[src/design/ctfti_pkg.sv]
package ctfti_pkg;

  localparam int QUANTITIES = 4;
  localparam int CFG_INDEX_BITS = 3;
  localparam int CFG_VALUE_BITS = 6;

  localparam logic KIND_WRITE  = 1'b0;
  localparam logic KIND_INTERP = 1'b1;

  localparam logic [CFG_INDEX_BITS-1:0] REG_ZONE_ORIGIN_X = 3'd0;
  localparam logic [CFG_INDEX_BITS-1:0] REG_ZONE_ORIGIN_Y = 3'd1;
  localparam logic [CFG_INDEX_BITS-1:0] REG_ZONE_ORIGIN_Z = 3'd2;
  localparam logic [CFG_INDEX_BITS-1:0] REG_COARSE_SIZE_X = 3'd3;
  localparam logic [CFG_INDEX_BITS-1:0] REG_COARSE_SIZE_Y = 3'd4;
  localparam logic [CFG_INDEX_BITS-1:0] REG_COARSE_SIZE_Z = 3'd5;

  typedef struct packed {
    logic               kind;
    logic [5:0]         pos_x;
    logic [5:0]         pos_y;
    logic [5:0]         pos_z;
    logic signed [31:0] density_in;
    logic signed [31:0] velocity_x_in;
    logic signed [31:0] velocity_y_in;
    logic signed [31:0] velocity_z_in;
  } item_word_t;

  typedef struct packed {
    logic signed [31:0] density_out;
    logic signed [31:0] velocity_x_out;
    logic signed [31:0] velocity_y_out;
    logic signed [31:0] velocity_z_out;
  } result_word_t;

  typedef struct packed {
    logic [CFG_INDEX_BITS-1:0] index;
    logic [CFG_VALUE_BITS-1:0] value;
  } cfg_word_t;

  // bit set = axis uses its 3/4 weight; product over axes is 3^ones
  function automatic logic [4:0] neighbor_weight(input logic [2:0] heavy);
    logic [4:0] w;
    unique case (heavy)
      3'b000:                 w = 5'd1;
      3'b001, 3'b010, 3'b100: w = 5'd3;
      3'b011, 3'b101, 3'b110: w = 5'd9;
      3'b111:                 w = 5'd27;
      default:                w = 5'd1;
    endcase
    return w;
  endfunction

endpackage

[src/design/ctfti_mac.sv]
// four weighted-sum lanes with (sum + 32) >>> 6 rounding
module ctfti_mac #(
  parameter int VALUE_BITS = 32
) (
  input  logic                                         clk,
  input  logic                                         clear,
  input  logic                                         en,
  input  logic [4:0]                                   weight,
  input  logic [ctfti_pkg::QUANTITIES-1:0][VALUE_BITS-1:0] rdata,
  output logic [ctfti_pkg::QUANTITIES-1:0][VALUE_BITS-1:0] rounded
);
  import ctfti_pkg::*;

  localparam int ACCW = VALUE_BITS + 7;
  localparam int PW   = VALUE_BITS + 6;

  logic signed [ACCW-1:0] acc [QUANTITIES];

  for (genvar q = 0; q < QUANTITIES; q++) begin : g_lane
    logic signed [PW-1:0]   prod;
    logic signed [ACCW-1:0] biased;

    assign prod   = $signed(rdata[q]) * $signed({1'b0, weight});
    assign biased = acc[q] + ACCW'(32);
    assign rounded[q] = VALUE_BITS'(biased >>> 6);

    always_ff @(posedge clk) begin
      if (clear) begin
        acc[q] <= '0;
      end else if (en) begin
        acc[q] <= acc[q] + ACCW'(prod);
      end
    end
  end
endmodule

[config.mk]
export PLATFORM = sky130hd
export DESIGN_NAME = ctfti_mac
export DESIGN_NICKNAME = d
export VERILOG_FILES = /design/src/design/ctfti_pkg.sv /design/src/design/ctfti_mac.sv
export SDC_FILE = /design/constraint.sdc
export NUM_CORES = 2
export LEC_CHECK = 0
export BUFFER_PORTS_ARGS = -buffer_cell sky130_fd_sc_hd__buf_2
export CAP_MARGIN = 0
export CORE_UTILIZATION = 55
export CTS_BUF_LIST = sky130_fd_sc_hd__clkbuf_8
export CTS_CLUSTER_SIZE = 40
export DETAILED_ROUTE_END_ITERATION = 8
export PLACE_DENSITY = 0.82
export SLEW_MARGIN = 15
export SYNTH_ARGS = -nofsm -noshare
export SYNTH_HDL_FRONTEND = slang
export SYNTH_SLANG_ARGS = --single-unit
[constraint.sdc]
create_clock -name clk -period 15.5 [get_ports clk]
set_input_delay 0.775 -clock clk [delete_from_list [all_inputs] [get_ports clk]]
set_output_delay 0.775 -clock clk [all_outputs]
set_load 0.01 [all_outputs]
Word-level counts from Yosys, hierarchy flattened
Memory sizes are Yosys's and may differ from the RTL's.
Index checks and enable logic that the tools add are counted.

storage, ports and cells
  register bits after elaboration = 0
  memory bits (writable) = 156
  bits of input ports = 136
  output and inout bits = 128
  memories = 1

operators by class
  add/subtract/negate cells = 8
  $mul = 4
  multiplexer cells = 9
  bitwise gates (word level) = 4

memory list
  name  depth  bits a word  read ports  clocked after Yosys merged registers in  write ports  line             RTL
  acc   4      39           4           0                                        4            ctfti_mac.sv:17  logic signed [ACCW-1:0] acc [QUANTITIES];

operators by type and width
  kind                                                              count
  39-bit by 38-bit adder with 39-bit output                         4
  39-bit 2-to-1 mux                                                 4
  38-bit by 7-bit adder with 38-bit output (second input constant)  4
  32-bit by 6-bit multiplier with 38-bit output                     4
  1-bit 2-to-1 mux                                                  5
  1-bit OR                                                          4

Depth between registers and ports, before layout
  word-level depth = 4
  gate-level depth with buffers = 21
  gate-level depth less buffers = 19

Worst setup path before layout
OpenSTA, ideal clock, no wires.

  kind = input to register
  from = in weight[0]
  to = mem acc[2][35] (netlist name), data pin
  library setup time = 266 ps
  arrival = 5496 ps
  required time = 15234 ps
  slack = 9738 ps
  stages on the path = 21
  buffers on the path = 2
  cell sequence = clkbuf_1 > clkbuf_1 > and2_1 > fa_1 > inv_1 > fa_1 > inv_1 > fa_1 > inv_1 > fa_1 > inv_1 > ha_1 > a21oi_1 > nor3b_1 > o21ai_0 > a31o_2 > a21o_1 > a221o_1 > a211oi_1 > xor2_1 > nor2_1

RTL lines
  what             line             RTL
  start, declared  ctfti_mac.sv:8   input logic [4:0] weight,
  end, declared    ctfti_mac.sv:17

==> key figures <==
Placed design
  – Placed Cells: 4776
  – Port Buf Inserts: 263
  – Gpl congestion: 0.9592
  – Worst slack at placement: 8.412 ns
  – HPWL after DPL: 64.01 mm

Finish
  – Layout Utilization: 59.55%
  – Register area: 4564 sq um
  – Largest registers: acc (152)
  – Layout Cells excl Fill: 4820
  – Layout Nets: 4934
  – Reg with most FFs: acc
  – Synthesis-to-layout area growth: 7.215%
  – Layout cells sized above 1: 8.612%
  – Max reg flops: 152
  – Multi-input logic area: 26510 sq um
  – FILL cells: 5259

Pwr
  – Internal cell power: 3114 uW
  – Combinational power share: 82.1%
  – P per Cell Area: 182.8 nW/um^2
  – Sequential share of power: 12.7%
  – Clock share of power: 5.2%
  – P_leak: 0.01823 uW
  – P_sw: 3593 uW
  – Switch share: 53.57%
  – Peak supply drop: 0.1267 mV

Detailed routing
  – Starting DRC count in detailed routing: 1457
  – DR vias: 26020
  – Post-Route WL: 79.41 mm
  – DR pass1 iterations: 6
  – DR DRC count: 0
  – DR WL/cell: 16.48 microns
  – Via density: 5.398
  – Final ANT Viol Nets: 0

Logic synthesis
  – Synth cell types: 71
  – Async SR Flop Fraction: 0%
  – Synth Area in Simple Gates: 19.94%
  – Synth Area in Compound Gates: 8.459%
  – Mapped Nets: 4760
  – Mux cell area share after synthesis: 0.1755%
  – Post-Syn Instances: 3784
  – Synth Flop Type: edfxtp_1
  – Post-synth EDFFs: 152
  – Seq/Total Area, Yosys: 13.34%
  – Largest family of logic cells by synthesized area: adder cells
  – Yosys warns: 0
  – Syn avg cell area: 9.042 sq um
  – Post-Synth Adder-Cell Area: 42.22%
  – Seq cells post-synth: 152
  – Mapped cell area: 34210 sq um
  – XOR/XNOR share of the synthesized area: 6.630%

Floorplan
  – Die area: 63210 sq um
  – Initial core utilization: 55.54%
  – Area of the core: 61600 sq um
  – Ports: 264
  – Die W: 251.4 microns
  – Die Y: 251.4 microns
  – Row cnt: 91

Global route
  – Vias in the first global route: 27380
  – Maximum number of pins on one net before global-route repair: 98
  – First-pass GRT wire length: 134.4 mm
  – GRT overflow: 0
  – GRT Total Usage: 26.54%
  – Initial antenna violation count: 27

CTS
  – # resized after CTS: 0
  – Root Buffer: clkbuf_8
  – CTS Buf Count: 17
  – Hold_buf cts: 0
  – Worst skew pair latency: 0.60 ns
  – H-tree Lvls: 4
  – Clock buffer depth: 2
  – Clk slew on worst S/H paths: 0.11 ns
  – CTS tree: built
  – Post-CTS setup buffers: 0
  – CTS sink cnt: 152

Critical path
  – R2r worst-path depth: 12
  – Max incr delay on CP: 0.58 ns
  – Critical Path Stages: 17
  – WP buf/inv: 2
  – Cell family with most CP delay: adder cells
  – Critical path startpoint: weight[1]
  – CP Capture Point: acc[3][28]
  – Most common cell on crit path: fa_1
  – FF-to-FF Start: acc[0][1]
  – Worst reg-to-reg setup slack: 11.33 ns
  – Crit-path max FO: 76
  – Crit Path Class: primary input to flip-flop
  – Setup crit end kind: flip-flop
  – CP arrival: 6.78 ns
  – Worst-path cell chain: buf_4 -> buf_4 -> and2_1 -> fa_1 -> fa_1 -> fa_1 -> fa_1 -> ha_1 -> a211oi_1 -> o21ai_0 -> o221a_2 -> o211ai_1 -> a21oi_1 -> o211ai_1 -> nand2_1 -> a311oi_1 -> nor3_1
  – Slowest CP cell: buf_4
  – Data required time of the worst path: 15.81 ns
  – Critical R2R Capture: acc[0][31]
  – Setup crit start kind: primary input

Timing
  – Slew Viols, Final: 0
  – Max Fclk: 0.1546 GHz
  – Clock Skews: 0.03100 ns
  – Period utilisation layout: 41.74%
  – Max_slew headroom: 29.11%
  – RSZ-0062 raised after global routing: false
  – Setup TNS: 0 ns
  – Fin crit period: 6.469 ns
  – Worst setup margin: 9.031 ns
  – Fin. Hold Viols: 0
  – Final setup vio count: 0
  – Tightest Pin Transition: 1.061 ns

Flow run
  – MaxCap Viol Count: 0

Min path
  – HP Class: flip-flop to flip-flop
  – Hold path startpoint: acc[3][0]

Status
  – Status: complete, no violations
-- layout by cell type, fill, tap and decap left out, types with 16 or more instances in the layout --
| cell | instances |
|---|---|
| edfxtp_1 | 152 |
| o21a_1 | 16 |
| o21ai_0 | 67 |
| a31oi_1 | 21 |
| and2_1 | 635 |
| inv_1 | 721 |
| and3_1 | 21 |
| nor3_1 | 49 |
| nand2_1 | 150 |
| xnor2_1 | 204 |
| ha_1 | 316 |
| xor2_1 | 55 |
| nor2_1 | 197 |
| a211oi_1 | 19 |
| buf_2 | 258 |
| a21oi_1 | 134 |
| buf_4 | 18 |
| nand4_1 | 40 |
| a21o_1 | 71 |
| nand3_1 | 82 |
| clkbuf_8 | 17 |
| fa_1 | 524 |
| o21bai_1 | 22 |
-- logic make-up after synthesis --
family                     Yosys count
DFF                                152
buffers and inverters              842
muxes                                6
adders and majority gates          840
xor gates and xnor gates           259
and+or+nand+nor                   1249
AOI/OAI and AO/OA                  436
-- cells in the mapped netlist (all sizes together) (50+ instances only) --
library cell,instances,area (sq um)
a21o,72,541.8
a21oi,135,679.4
and2,635,3973
clkbuf,120,451.7
edfxtp,152,4564
fa,524,10490
ha,316,3954
inv,721,2706
nand2,150,563.0
nand3,82,410.4
nor2,197,739.5
nor3,50,255.3
o21ai,74,374.1
xnor2,204,1787
xor2,55,481.7
-- worst min-delay path by stage --
stage | end | slack (ns) | cells past startpoint
after global routing | acc[0][0] | 0.69 | 2
after global placement | acc[0][0] | 0.63 | 2
after floorplan | acc[0][0] | 0.62 | 2
after CTS | acc[3][0] | 0.68 | 2
after detailed placement | acc[3][0] | 0.65 | 2
final | acc[3][0] | 0.67 | 2
-- area by class of cell --
| type | count | area share, % |
|---|---|---|
| clock inverter | 15 | 0.4605 |
| tap | 837 | 2.855 |
| antenna | 12 | 0.08186 |
| inverter | 721 | 7.378 |
| sequential | 152 | 12.44 |
| clock buffer | 17 | 0.6378 |
| timing repair buffer | 276 | 3.888 |
| multi-input combinational | 2790 | 72.26 |
-- per-layer routing --
layer	track usage [%]	up-vias	part of all wire [%]	routed length, microns
li1	-	12300	-	-
met1	33.23	12750	41	32570
met2	45.79	756	49	39030
met3	5.994	168	7.1	5657
met4	7.822	40	2.4	1909
met5	0	-	0.31	244
-- through the flow --
stage | total power (uW) | cell area, sq um | hold WS (ns)
2_1_floorplan | 5082 | 34210 | 0.6222
3_3_place_gp | 6137 | 36250 | 0.6348
3_5_place_dp | 6271 | 36250 | 0.6494
4_1_cts | 6673 | 36650 | 0.6787
5_1_grt | 7459 | 36660 | 0.6943
6_report | 6706 | 36680 | 0.6702
-- power by group through the flow --
stage	combinational (uW)	sequential [uW]	clock [uW]
5_1_grt	6210	877	367
4_1_cts	5460	853	361
6_report	5500	854	348
3_5_place_dp	5410	860	0
2_1_floorplan	4270	808	0
3_3_place_gp	5280	854	0
-- worst min-delay path: stages (launching register included) --
cell and delay [ns]:
edfxtp_1 0.35, ha_1 0.12, and2_1 0.10
(Power assumes the default switching activity.)
