==> src/design/ctfti_addr.sv <==
// cell address x + (y + z*sy)*sx, two registered multiply-add steps
module ctfti_addr #(
  parameter int COARSE_DIM_MAX = 32
) (
  input  logic                                               clk,
  input  logic [$clog2(COARSE_DIM_MAX)-1:0]                  x,
  input  logic [$clog2(COARSE_DIM_MAX)-1:0]                  y,
  input  logic [$clog2(COARSE_DIM_MAX)-1:0]                  z,
  input  logic [$clog2(COARSE_DIM_MAX+1)-1:0]                sx,
  input  logic [$clog2(COARSE_DIM_MAX+1)-1:0]                sy,
  output logic [$clog2(COARSE_DIM_MAX*COARSE_DIM_MAX*COARSE_DIM_MAX)-1:0] addr
);
  localparam int CW = $clog2(COARSE_DIM_MAX);
  localparam int SW = $clog2(COARSE_DIM_MAX + 1);
  localparam int TW = $clog2(COARSE_DIM_MAX * COARSE_DIM_MAX);
  localparam int AW = $clog2(COARSE_DIM_MAX * COARSE_DIM_MAX * COARSE_DIM_MAX);
  localparam int PW1 = CW + SW;
  localparam int PW2 = TW + SW;

  logic [PW1-1:0] plane;
  logic [PW2-1:0] lin;
  logic [TW-1:0]  row;
  logic [CW-1:0]  x_d;

  assign plane = PW1'(z) * PW1'(sy) + PW1'(y);
  assign lin   = PW2'(row) * PW2'(sx) + PW2'(x_d);

  always_ff @(posedge clk) begin
    row  <= TW'(plane);
    x_d  <= x;
    addr <= AW'(lin);
  end
endmodule

==> config.mk <==
export PLATFORM = sky130hd
export DESIGN_NAME = ctfti_addr
export DESIGN_NICKNAME = d
export VERILOG_FILES = /design/src/design/ctfti_addr.sv
export SDC_FILE = /design/constraint.sdc
export NUM_CORES = 1
export LEC_CHECK = 0
export BUFFER_PORTS_ARGS = -buffer_cell sky130_fd_sc_hd__buf_2
export CAP_MARGIN = 5
export CORE_AREA = 2 2 76 96
export CTS_CLUSTER_DIAMETER = 200
export CTS_CLUSTER_SIZE = 14
export DETAILED_ROUTE_END_ITERATION = 7
export DIE_AREA = 0 0 78 98
export PLACE_DENSITY = 0.77
export SYNTH_ARGS = -nofsm -noshare
export SYNTH_HDL_FRONTEND = slang
export SYNTH_SLANG_ARGS = --single-unit
==> constraint.sdc <==
create_clock -name clk -period 6.89 [get_ports clk]
set_input_delay 1.0335 -clock clk [delete_from_list [all_inputs] [get_ports clk]]
set_output_delay 1.0335 -clock clk [all_outputs]
set_load 0.05 [all_outputs]
Word-level counts from Yosys, hierarchy flattened
Cells that the tools add are included.
{"block": "totals", "regBits": 30, "input_bits": 28, "wordCells": 7}
{"block": "op_classes", "multipliers": 2, "n_addsub": 2}
{"op": "adder 15 x 5 -> 15 bit", "n": 1}
{"op": "multiplier 10 x 6 -> 15 bit", "n": 1}
{"op": "adder 10 x 5 -> 10 bit", "n": 1}
{"op": "multiplier 5 x 6 -> 10 bit", "n": 1}

Depth between registers and ports, before layout
Gate-level depths: netlist of run 1.
{"block": "logic_depth", "depth_word": 2, "depth_mapped": 15, "ltp_nobuf": 14}

Worst setup path after synthesis of run 1
No wires, ideal clock.
{"block": "synth_path", "kind": "input port to flip-flop", "startpoint": "input sx[5]", "endpoint": "register addr[13]", "t_arrival_ns": 4.549, "path_stages": 14, "path_slack_ns": 2.269, "path_cell_list": "clkbuf_1 -> and2_1 -> fa_1 -> fa_1 -> inv_1 -> fa_1 -> inv_1 -> ha_1 -> ha_1 -> a21oi_1 -> nand2_1 -> a211o_1 -> a31oi_1 -> xnor2_1"}
{"block": "synth_between", "elab_chain_len": 2}
{"element": "start: declaration", "line": "9", "rtl": "input logic [$clog2(COARSE_DIM_MAX+1)-1:0] sx,"}
{"element": "multiplier 10 x 6 -> 15 bit", "line": "26", "rtl": "assign lin = PW2'(row) * PW2'(sx) + PW2'(x_d);"}
{"element": "adder 15 x 5 -> 15 bit", "line": "26"}
{"element": "named net lin[13]", "line": "21", "rtl": "logic [PW2-1:0] lin;"}
{"element": "end signal: assignment", "line": "31", "rtl": "addr <= AW'(lin);"}
{"element": "end: declaration", "line": "11", "rtl": "output logic [$clog2(COARSE_DIM_MAX*COARSE_DIM_MAX*COARSE_DIM_MAX)-1:0] addr"}
The timed path passes the listed nets, and every way through them passes these cells.

Final worst setup path of run 1
Same ends and word-level chain as after synthesis.

==> implementation parameters, run 1 <==
Parameter                              Value

Clock tree
  Post-CTS Setup Inserts ... 0
  Clock buffer depth ... 2
  Clock input transition at the sequential cells of the worst setup and hold paths ... 0.06 ns
  Quantity of gates resized following cts ... 0
  Maximum level of the CTS H-tree ... 2
  Clock sinks ... 30
  CTS tree ... built
  Clock root buffer ... clkbuf_8
  Latest clock arrival within the worst-skew pair ... 0.28 ns
  Total CTS buffers ... 5
  CTS Hold Buffers Added ... 0

Synth
  Cell count after synthesis ... 371
  Netlist cell types ... 30
  Number of flops mapped to enable cells by yosys ... 0
  Dominant cell by count in the synthesized netlist ... and2_1
  Synth warn ... 0
  Leading cell types by total area after synthesis ... fa_1 28%, ha_1 20%, dfxtp_1 17%
  Async set or reset register ratio after synthesis ... 0%
  Synthesized area ... 0.00359 mm²
  List of most frequent post-synthesis cells ... 60 x and2_1, 56 x ha_1, 55 x inv_1
  Cell taking the most area after synthesis ... fa_1
  Dominant register cell in the synthesized netlist ... dfxtp_1
  Count of state elements after synthesis ... 30
  Sequential fraction of the synthesis area ... 16.7%
  Mapped Nets ... 505
  Fraction of synthesized cell area taken by the top area cell type ... 27.9%
  Average instance area after synthesis ... 9.67 µm²

GRT
  Antenna violations before repair ... 0
  Vias in the first global route ... 2804
  Total global routing overflow ... 0
  Tot GR Track Use ... 18.0%
  Wire length of the first global-routing pass ... 11100 µm
  Largest net degree at the start of global routing ... 11

Worst hold path
  Worst Hold Class ... reg -> reg
  Instance count along the most critical hold path ... 1

Timing
  Final Hold Viols ... 0
  Slew Viols, Final ... 0
  Final critical path time including I/O delays and setup ... 4.50 ns
  Achievable Freq ... 0.222 GHz
  Worst hold-check slack ... 0.462 ns
  Number of endpoints failing setup at the final stage ... 0
  Share of the clock period used by the worst path after layout ... 65.3%
  RSZ-0062 raised after global routing ... no
  Pin slew with the least headroom to its limit ... 0.428 ns
  Max Clock Skew ... 0.00611 ns
  Sum Neg Setup Slack ... 0 ns
  Normalized max-slew margin ... 71.2%

Die
  Width of the die ... 78 µm
  Number of cell rows ... 34
  Number of ports placed on the die boundary ... 43
  Starting Density ... 52.7%
  Floorplan core area ... 0.00681 mm²
  Die Span Y ... 98 µm
  Die area ... 0.00764 mm²

Drt
  Number of DRC markers in iteration 0 ... 59
  Router iterations before antenna repair ... 4
  Number of nets with antenna violations after detailed routing ... 0
  Final Routed Wirelength ... 6260 µm
  Total number of vias ... 2565
  Drt drc ... 0
  Vias/cell ... 5.06
  Post-detailed-route wirelength per cell ... 12.4 µm

Finish
  Final net count ... 551
  Layout cells sized above 1 ... 12.7%
  Area growth syn-to-layout ... 11.8%
  ANT cells ... 0

Job
  Count of maximum capacitance violations ... 0

Status
  Outcome ... complete, no violations

Place
  Final HPWL DP ... 5610 µm
  Last weighted congestion value of the routability-driven placer ... 0.850
  Count of buffers from port buffering ... 42

Setup path
  Worst setup EP type ... flop
  Max FO, Critical Path ... 10
  Cell depth of the worst flop-to-flop path ... 13
  Type of element launching the critical path ... input pin
  Worst path required time ... 7.09 ns
  Critical path data arrival time ... 4.70 ns
  Type of the setup path with the least slack ... in -> reg
[cell type report]
cell class / instances / area [µm²]
Fill cell: 574 / 2800
Multi-Input combinational cell: 283 / 2770
Sequential cell: 30 / 601
Timing Repair Buffer: 42 / 210
Inverter: 55 / 206
Tap cell: 90 / 113
Clock buffer: 6 / 82.6
Clock inverter: 1 / 30.0
[critical path, cell delays in order]
cell	delay, ns
buf_2	0.15
and2_1	0.19
fa_1	0.51
fa_1	0.55
inv_1	0.05
fa_1	0.52
inv_1	0.04
ha_1	0.29
ha_1	0.38
a21oi_1	0.21
nand2_1	0.09
a211o_1	0.32
a31oi_1	0.22
xnor2_1	0.15
[cell families after synthesis]
family | after synthesis | share of synthesized area [%]
and+or+nand+nor | 116 | 16.8
adders and majority gates | 106 | 47.4
buffers and inverters | 58 | 6.07
AOI/OAI and AO/OA | 37 | 7.12
DFF | 30 | 16.7
xor gates and xnor gates | 24 | 5.86
[path summary, 6_finish.rpt]
path	start	end	slack, ns
worst max register to register	row[2]	addr[13]	2.94
worst max-delay path	sx[5]	addr[13]	2.39
worst min register to register	x_d[0]	addr[0]	0.46
worst min-delay path	x_d[0]	addr[0]	0.46
[state kept, by name (all words and copies together) (netlist names)]
signal and cells:
addr 15, row 10, x_d 5
[cell usage in the layout, fill, tap and decap left out, drive strengths merged]
| cell type | netlist | layout |
|---|---|---|
| a211o | 2 | 2 |
| a211oi | 4 | 4 |
| a21o | 4 | 4 |
| a21oi | 11 | 11 |
| a31o | 2 | 2 |
| a31oi | 1 | 1 |
| a41o | 1 | 1 |
| and2 | 60 | 60 |
| and3 | 1 | 1 |
| buf | 0 | 42 |
| bufinv | 0 | 1 |
| clkbuf | 3 | 6 |
| dfxtp | 30 | 30 |
| fa | 50 | 50 |
| ha | 56 | 56 |
| inv | 55 | 55 |
| nand2 | 34 | 34 |
| nand3 | 2 | 2 |
| nand4 | 1 | 1 |
| nor2 | 13 | 13 |
| nor3 | 3 | 3 |
| o21a | 1 | 1 |
| o21ai | 5 | 5 |
| o21bai | 3 | 3 |
| o311ai | 1 | 1 |
| o41a | 1 | 1 |
| o41ai | 1 | 1 |
| or2 | 1 | 1 |
| or3 | 1 | 1 |
| xnor2 | 19 | 19 |
| xor2 | 5 | 5 |
[routing by layer]
metal / share of wire (%) / vias up / GRT usage (%)
li1: - / 1269 / -
met1: 38 / 1225 / 17.5
met2: 56 / 54 / 36.3
met3: 2.4 / 17 / 2.22
met4: 3.5 / 0 / 8.77
met5: 0 / - / 0
[through the flow]
step           setup WS, ns  util [%]  instance area (µm²)  std cells
2_1_floorplan          2.27         -                 3590        371
3_3_place_gp           2.19      57.3                 3900        500
3_5_place_dp           2.09      57.3                 3900        500
4_1_cts                2.38      58.9                 4010        507
5_1_grt                2.17      58.9                 4010        507
6_report               2.39      58.9                 4010        507
Power of run 1 is left out: the tool's default activity adds up to more than one toggle a clock period on the data nets, which glitch-free logic cannot reach.
==> run 2, diff against run 1 <==
--- a/config.mk
+++ b/config.mk
@@ -7,12 +7,12 @@
 export LEC_CHECK = 0
 export BUFFER_PORTS_ARGS = -buffer_cell sky130_fd_sc_hd__buf_2
 export CAP_MARGIN = 5
-export CORE_AREA = 2 2 76 96
+export CORE_AREA = 2 2 76 97
 export CTS_CLUSTER_DIAMETER = 200
 export CTS_CLUSTER_SIZE = 14
 export DETAILED_ROUTE_END_ITERATION = 7
-export DIE_AREA = 0 0 78 98
-export PLACE_DENSITY = 0.77
+export DIE_AREA = 0 0 78 99
+export PLACE_DENSITY = 0.79
 export SYNTH_ARGS = -nofsm -noshare
 export SYNTH_HDL_FRONTEND = slang
 export SYNTH_SLANG_ARGS = --single-unit
==> constraint.sdc (replaced) <==
create_clock -name clk -period 3.8 [get_ports clk]
set_input_delay 0.57 -clock clk [delete_from_list [all_inputs] [get_ports clk]]
set_output_delay 0.57 -clock clk [all_outputs]
set_load 0.05 [all_outputs]
==> implementation parameters, run 2 (synthesis gave the netlist of run 1 again) <==
Parameter                              Value

Status
  Outcome ... complete, no violations

GRT
  Tot GR Track Use ... 18.0%
  Vias in the first global route ... 2787
  Total global routing overflow ... 0
  Largest net degree at the start of global routing ... 11
  Wire length of the first global-routing pass ... 11400 µm
  Antenna violations before repair ... 0

Clock tree
  Post-CTS Setup Inserts ... 0
  Clock root buffer ... clkbuf_8
  Latest clock arrival within the worst-skew pair ... 0.28 ns
  Total CTS buffers ... 5
  Maximum level of the CTS H-tree ... 2
  Clock sinks ... 30
  Clock buffer depth ... 2
  Clock input transition at the sequential cells of the worst setup and hold paths ... 0.07 ns
  CTS tree ... built
  CTS Hold Buffers Added ... 0

Drt
  Detailed-routing wirelength on met1 ... 2510 µm
  Router iterations before antenna repair ... 4
  Drt drc ... 0
  Routed wl met2 ... 3540 µm
  Number of DRC markers in iteration 0 ... 46
  Vias/cell ... 5.01
  Number of nets with antenna violations after detailed routing ... 0
  Total number of vias ... 2688
  Final Routed Wirelength ... 6360 µm
  Post-detailed-route wirelength per cell ... 11.8 µm
  Wire length on met3 ... 173 µm
  Highest metal layer used by the detailed router ... met4

Setup path
  Critical path data arrival time ... 3.87 ns
  Worst setup EP type ... flop
  CP cell instances ... buf_2, and2_1, fa_1, fa_1, fa_1, ha_1, ha_1, a21oi_1, o21ai_0, a31o_2, a21oi_2, xnor2_1
  Type of element launching the critical path ... input pin
  Cell depth of the worst flop-to-flop path ... 13
  Worst path required time ... 4.01 ns
  Max FO, Critical Path ... 8
  Stage delay of the slowest cell on the critical path ... 0.52 ns
  Most Frequent Cell on Critical Path ... fa_1
  Reg-to-reg critical path startpoint ... row[2]
  Crit Reg-Reg Endpoint ... addr[9]
  Type of the setup path with the least slack ... in -> reg
  Setup slack of the worst register-to-register path ... 0.17 ns
  Cell at the slowest stage of the critical path ... fa_1

Finish
  Flip-flop count of the largest register, all copies and words added ... 15
  Count of placed standard cells in the final layout, fillers left out ... 537
  Largest registers ... addr (15), row (10), x_d (5)
  ANT cells ... 0
  Most frequent cells in the layout ... 57 x and2_1, 55 x inv_1, 51 x ha_1
  Final net count ... 580
  Area growth syn-to-layout ... 20.4%
  Commonest non-fill, non-tap cell in the layout ... and2_1
  Util after Layout ... 63.5%
  Layout cells sized above 1 ... 23.0%
  Largest Register ... addr
  Filler Cells Inserted ... 565

Timing
  Number of endpoints failing setup at the final stage ... 0
  RSZ-0062 raised after global routing ... yes
  Slew Viols, Final ... 0
  Final Worst Setup Slack ... 0.139 ns
  Final critical path time including I/O delays and setup ... 3.66 ns
  Worst hold-check slack ... 0.382 ns
  Share of the clock period used by the worst path after layout ... 96.3%
  Pin slew with the least headroom to its limit ... 0.370 ns
  Normalized max-slew margin ... 75.0%
  Max Clock Skew ... 0.00655 ns
  Achievable Freq ... 0.273 GHz
  Final Hold Viols ... 0

Die
  Number of ports placed on the die boundary ... 43
  Die Span Y ... 99 µm
  Number of cell rows ... 34
  Width of the die ... 78 µm
  Die area ... 0.00772 mm²
  Starting Density ... 52.7%
  Floorplan core area ... 0.00681 mm²

Place
  Inst Count DP ... 529
  Count of buffers from port buffering ... 42
  Last weighted congestion value of the routability-driven placer ... 0.847
  Post-Place Setup Slack ... -0.264 ns
  Final HPWL DP ... 5550 µm

Worst hold path
  Worst Hold Class ... in -> reg
  Hold Startpoint ... x[2]
  End point of the most critical hold path ... x_d[2]
  Instance count along the most critical hold path ... 1

Job
  Count of maximum capacitance violations ... 0
run 2: cell count changes in the layout (fill, tap and decap cells not counted), moves of 3 or more:
| cell | delta |
|---|---|
| buf_4 | +29 |
| ha_1 | -5 |
| ha_4 | +4 |
| a21oi_1 | -3 |
| and2_1 | -3 |
| and2_4 | +3 |
| o21ai_0 | -3 |
run 2: what timing repair did:
item	CTS	global route
setup endpoints to repair	0	6
endpoints found under the hold margin	0	0
resized for setup	0	16
run 2: critical path, delay by kind of cell:
| family | cells | cell delay (ns) |
|---|---|---|
| xor+xnor | 1 | 0.12 |
| fa+ha+maj | 5 | 2.20 |
| compound gates | 4 | 0.66 |
| buf+inv | 1 | 0.15 |
| simple gates | 1 | 0.17 |
run 2: area by class of cell:
type | count | area, µm² | share of cell area (%)
multi-input cells | 283 | 2870 | 66.5
inverters | 55 | 206 | 4.78
well taps | 90 | 113 | 2.61
clock inverters | 2 | 12.5 | 0.290
clock buffers | 6 | 82.6 | 1.91
flip-flops and latches | 30 | 603 | 14.0
repair buffers | 71 | 428 | 9.91
run 2: routing by layer:
metal  track usage (%)  vias up
met4              6.07        0
met3              2.01       10
met1              18.2     1303
li1                  -     1328
met2              37.0       47
met5                 0        -
run 2: metrics by stage:
stage	setup TNS, ns	cell area [µm²]
after CTS	0	4270
after floorplan	0	3680
after global placement	-0.948	4180
after detailed placement	-1.55	4180
final	0	4320
after global routing	-0.0316	4320
run 2: how the worst max path moves through the flow:
stage | startpoint | end | cells past startpoint
2_1_floorplan | sx[5] | addr[13] | 13
5_1_grt | sx[2] | addr[13] | 14
6_report | sx[5] | addr[14] | 12
3_3_place_gp | sx[2] | addr[13] | 14
3_5_place_dp | sx[2] | addr[11] | 14
4_1_cts | sx[2] | addr[11] | 14
Power of run 2 is left out for the same reason.
